$ cat src/hw/rtl/sbc_pkg.sv
// Shared types and constants of the scrolling banner compositor.
// Used by the divider, datapath, controller and top level; depends on nothing.
package sbc_pkg;

	localparam int DIV_W = 12;
	localparam int DVS_W = 11;
	localparam int CNT_W = 4;
	localparam int IDX_W = 18;

	localparam logic [1:0] OP_LOAD = 2'd0;
	localparam logic [1:0] OP_DRAW = 2'd1;
	localparam logic [1:0] OP_TICK = 2'd2;
	localparam logic [1:0] OP_NONE = 2'd3;

	localparam logic RK_PIXEL = 1'b0;
	localparam logic RK_TICK  = 1'b1;

	localparam logic [2:0] CFG_BAND_WIDTH  = 3'd0;
	localparam logic [2:0] CFG_BAND_HEIGHT = 3'd1;
	localparam logic [2:0] CFG_LEAD_OFFSET = 3'd2;
	localparam logic [2:0] CFG_CELL_ROWS   = 3'd3;
	localparam logic [2:0] CFG_FONT_BOOST  = 3'd4;

	localparam logic [10:0] MAX_BAND_WIDTH = 11'd1024;

	typedef struct packed {
		logic latch;
		logic div_start;
		logic div_sel;
		logic cap_mod;
		logic cap_addr;
		logic mem_rd;
		logic out_load;
	} sbc_cmd_t;

	typedef struct packed {
		logic div_done;
		logic out_free;
	} sbc_sts_t;

endpackage

$ cat src/hw/rtl/sbc_ctrl.sv
// Controller state machine that sequences the datapath for each accepted item.
// Depends on sbc_pkg for the command and status types and operation codes.
module sbc_ctrl import sbc_pkg::*; (
	input  logic       clk,
	input  logic       arst_n,
	input  logic       in_valid,
	output logic       in_ready,
	input  logic [1:0] operation,
	input  sbc_sts_t   sts,
	output sbc_cmd_t   cmd
);

	localparam logic [2:0] S_IDLE   = 3'd0;
	localparam logic [2:0] S_MSTART = 3'd1;
	localparam logic [2:0] S_MWAIT  = 3'd2;
	localparam logic [2:0] S_RSTART = 3'd3;
	localparam logic [2:0] S_RWAIT  = 3'd4;
	localparam logic [2:0] S_ADDR   = 3'd5;
	localparam logic [2:0] S_READ   = 3'd6;
	localparam logic [2:0] S_FIN    = 3'd7;

	logic [2:0] state_q;
	logic [2:0] state_nxt;
	logic       fire;

	assign in_ready = (state_q == S_IDLE);
	assign fire     = in_valid && in_ready;

	always_comb begin
		state_nxt = state_q;
		cmd       = '0;
		cmd.latch = fire;
		unique case (state_q)
			S_IDLE: begin
				if (fire) begin
					priority if (operation == OP_DRAW) begin
						state_nxt = S_MSTART;
					end else if (operation == OP_TICK) begin
						state_nxt = S_FIN;
					end else begin
						state_nxt = S_IDLE;
					end
				end
			end
			S_MSTART: begin
				cmd.div_start = 1'b1;
				state_nxt     = S_MWAIT;
			end
			S_MWAIT: begin
				if (sts.div_done) begin
					state_nxt = S_RSTART;
				end
			end
			S_RSTART: begin
				cmd.cap_mod   = 1'b1;
				cmd.div_start = 1'b1;
				cmd.div_sel   = 1'b1;
				state_nxt     = S_RWAIT;
			end
			S_RWAIT: begin
				cmd.div_sel = 1'b1;
				if (sts.div_done) begin
					state_nxt = S_ADDR;
				end
			end
			S_ADDR: begin
				cmd.cap_addr = 1'b1;
				state_nxt    = S_READ;
			end
			S_READ: begin
				cmd.mem_rd = 1'b1;
				state_nxt  = S_FIN;
			end
			S_FIN: begin
				if (sts.out_free) begin
					cmd.out_load = 1'b1;
					state_nxt    = S_IDLE;
				end
			end
			default: begin
				state_nxt = S_IDLE;
			end
		endcase
	end

	always_ff @(posedge clk or negedge arst_n) begin
		if (!arst_n) begin
			state_q <= S_IDLE;
		end else begin
			state_q <= state_nxt;
		end
	end

`ifndef ASSERT_OFF
	a_one_item: assert property (@(posedge clk) disable iff (!arst_n)
		fire && ((operation == OP_DRAW) || (operation == OP_TICK)) |=> !in_ready)
		else $error("a second item was taken while one was still in work");
	a_load_free: assert property (@(posedge clk) disable iff (!arst_n)
		cmd.out_load |-> sts.out_free)
		else $error("output register loaded while a beat still waits");
	a_start_idle: assert property (@(posedge clk) disable iff (!arst_n)
		cmd.div_start |-> !in_ready && !cmd.out_load)
		else $error("divider started outside a draw");
`endif

endmodule

$ cat config.mk
export PLATFORM = sky130hd
export DESIGN_NAME = sbc_ctrl
export DESIGN_NICKNAME = d
export VERILOG_FILES = /design/src/hw/rtl/sbc_pkg.sv /design/src/hw/rtl/sbc_ctrl.sv
export SDC_FILE = /design/constraint.sdc
export NUM_CORES = 1
export LEC_CHECK = 0
export ABC_AREA = 1
export BUFFER_PORTS_ARGS = -buffer_cell sky130_fd_sc_hd__buf_2
export CAP_MARGIN = 5
export CELL_PAD_IN_SITES_DETAIL_PLACEMENT = 2
export CELL_PAD_IN_SITES_GLOBAL_PLACEMENT = 2
export CORE_UTILIZATION = 21
export DETAILED_ROUTE_END_ITERATION = 16
export PLACE_DENSITY_LB_ADDON = 0.1
export SLEW_MARGIN = 40
export SYNTH_ARGS = -nofsm -noshare
export SYNTH_HDL_FRONTEND = slang
export SYNTH_SLANG_ARGS = --single-unit
$ cat constraint.sdc
create_clock -name clk -period 1.7 [get_ports clk]
set_input_delay 0.17 -clock clk [delete_from_list [all_inputs] [get_ports clk]]
set_output_delay 0.17 -clock clk [all_outputs]
set_load 0.02 [all_outputs]
==> flow_summary.ini <==
[run_status]
status = finished, final reports clean

[grt]
grt_usage_pct = 11.94
grt_use_met1_pct = 13.73
use_met3_pct = 4.800
overflow = 0
grtUsageMet2_pct = 22.06
grt_pass1_wl_um = 1752
grt_pass1_vias = 442
antenna_found_initial = 0
grt_max_degree = 13
top_usage_layer = met2

[timing]
fin_setup_tns_ns = 0
max-slew-margin-rel_pct = 74.83
fmax_ghz = 0.6354
hold_viol = 0
clock_skew_ns = 0.005668
finalSetupViolCount = 0
worst_pin_slew_ns = 0.3775
timing.final.crit_share_pct = 92.58
fin_crit_ns = 1.574
rsz0062_at_grt = no
slew_violations = 0

[routing]
drc_errors = 0
routedWlPerCell_um = 10.06
viasPerCell = 4.142
num_vias = 439
finalWirelength_um = 1066
drtIter0Drc = 0
ant_nets = 0
firstDrtPassIters = 1

[finish]
drive_above_1_share_pct = 29.63
top_register = state_q
num_antenna_cells = 0
area.growth.synth_to_final_pct = 31.60
nNetsFinal = 94
reg_top3 = state_q: 3 flops
largest_reg_flops = 3

[run]
maxCapViolations = 0

[critical_path]
crit_end = cmd[5]
cp_max_fo = 4
crit_arrival_ns = 1.40
crit_start = state_q[0]
r2r_cells = 7
reg2reg_slack_ns = 0.30
critPathCaptureType = output pin
r2r_end = state_q[1]
r2r-start = state_q[0]
required_ns = 1.53
start_kind = register
crit_top_cell = nor2_1
crit_chain = ha_1 > nor2_1 > nor2_1 > buf_2
crit_type = reg2out
slowest_stage = dfrtp_1
max_stage_delay_ns = 0.41

[place]
portBuffers = 14
place_congestion = 0.6959
dp_hpwl_um = 859.3

[clocking]
numCtsBuffers = 3
cts_tree = done
cts_sinks = 3
clockBufferDepth = 2
clkSlewWorstSetupHoldPaths_ns = 0.04
cts_htree_levels = 1
post_cts_buffers = 0
cts-root-buf = clkbuf_4
worst_skew_pair.late_latency_ns = 0.24

[yosys]
yosysSeqAreaShare_pct = 19.54
synthCells = 64
syn_avg_cell_area_sq_um = 6.002
netlist_area_sq_um = 384.1
synth_cell_types = 15
yosys_register_bits = 3
ys_warn_count = 0
synth_fp_nets = 76

[power]
total_power_uw = 986.6
vdd_drop_max_mv = 0.5805
pwr_density_cell_mw_per_mm2 = 1952
p_leak_uw = 0.0003421

[die]
io-pin-count = 15
initial_core_util_pct = 22.25
die_y_um = 44.77
rows = 15
core_sq_mm = 0.001727
die_w_um = 44.77
die-area_sq_mm = 0.002004

[min_path]
hold_class = in2async
## stage by stage
stage | std cells | setup WS, ns | area [sq um] | hold WS, ns | util (%)
finish | 106 | 0.1261 | 505.5 | 0.2570 | 29.28
CTS | 106 | 0.07274 | 503.0 | 0.2450 | 29.13
floorplan | 64 | 0.4912 | 384.1 | -0.1256 | -
global route | 106 | 0.02231 | 505.5 | 0.2447 | 29.28
detailed placement | 101 | 0.2654 | 466.7 | -0.03150 | 27.03
global placement | 101 | 0.3026 | 466.7 | -0.03314 | 27.03
## Yosys cell counts, drive strengths merged
| master | instances | share of area (%) |
|---|---|---|
| nand3 | 6 | 9.1 |
| nor2 | 6 | 6.5 |
| ha | 5 | 16 |
| dfrtp | 3 | 20 |
| nand2 | 25 | 26 |
| inv | 14 | 14 |
| nor3 | 1 | 1.3 |
| o21ai | 1 | 1.3 |
| buf | 2 | 4.9 |
| nand4 | 1 | 1.6 |
## worst min-delay path by stage
stage	endpoint	slack [ns]	depth (start not counted)
after floorplan	state_q[0]	-0.13	0
after global placement	state_q[2]	-0.03	1
after detailed placement	state_q[2]	-0.03	1
after CTS	state_q[2]	0.25	2
after global routing	state_q[2]	0.24	2
final	state_q[2]	0.26	2
## cells by family after synthesis
group | synth area share [%]
buffers and inverters | 18.57
flip-flops | 19.54
adder cells (fa/ha/maj) | 16.29
AO/OA/AOI/OAI | 1.302
AND/OR/NAND/NOR | 44.30
## area by class of cell
class / count / area (sq um)
Timing Repair Buffer: 15 / 80.08
Fill cell: 244 / 1221
Clock buffer: 4 / 26.28
Multi-Input combinational cell: 45 / 240.2
Tap cell: 25 / 31.28
Sequential cell: 3 / 75.07
Inverter: 14 / 52.55
## critical path: cells and delay by family (launching register included)
kind                       cells  cell delay [ns]
adders and majority gates      1             0.28
buffers and inverters          1             0.17
DFF                            1             0.41
and+or+nand+nor                2             0.31
## timing repair
action / in CTS / in global routing
hold buffers: 1 / 0
setup endpoints to repair: 0 / 1
hold endpoints to repair: 3 / 0
resized for setup: 0 / 1
## routing by layer
metal	wire length [um]	part of all wire (%)	vias to the layer above
met2	517	48	10
met4	0	0	0
met3	46	4.3	0
li1	-	-	222
met5	0	0	-
met1	501	47	207
## layout by cell type (no fill, tap or decap)
master	netlist	routed
nor2_2	1	1
ha_1	5	4
clkbuf_4	0	3
inv_2	2	2
inv_1	12	12
nor2_1	5	5
clkbuf_1	0	1
dlygate4sd3_1	0	1
dfrtp_1	3	3
nand2_2	2	2
buf_2	0	14
o21ai_1	1	1
nor3_1	1	1
nand4_1	1	1
nand3_2	1	1
nand3_1	5	5
nand2_1	23	23
ha_2	0	1
## power breakdown
part	internal (uW)	switching [uW]	total (uW)
logic	234	442	677
registers	112	69.2	181
clock network	88.2	41.1	129
Note: power is estimated with default switching activity, not from simulation.
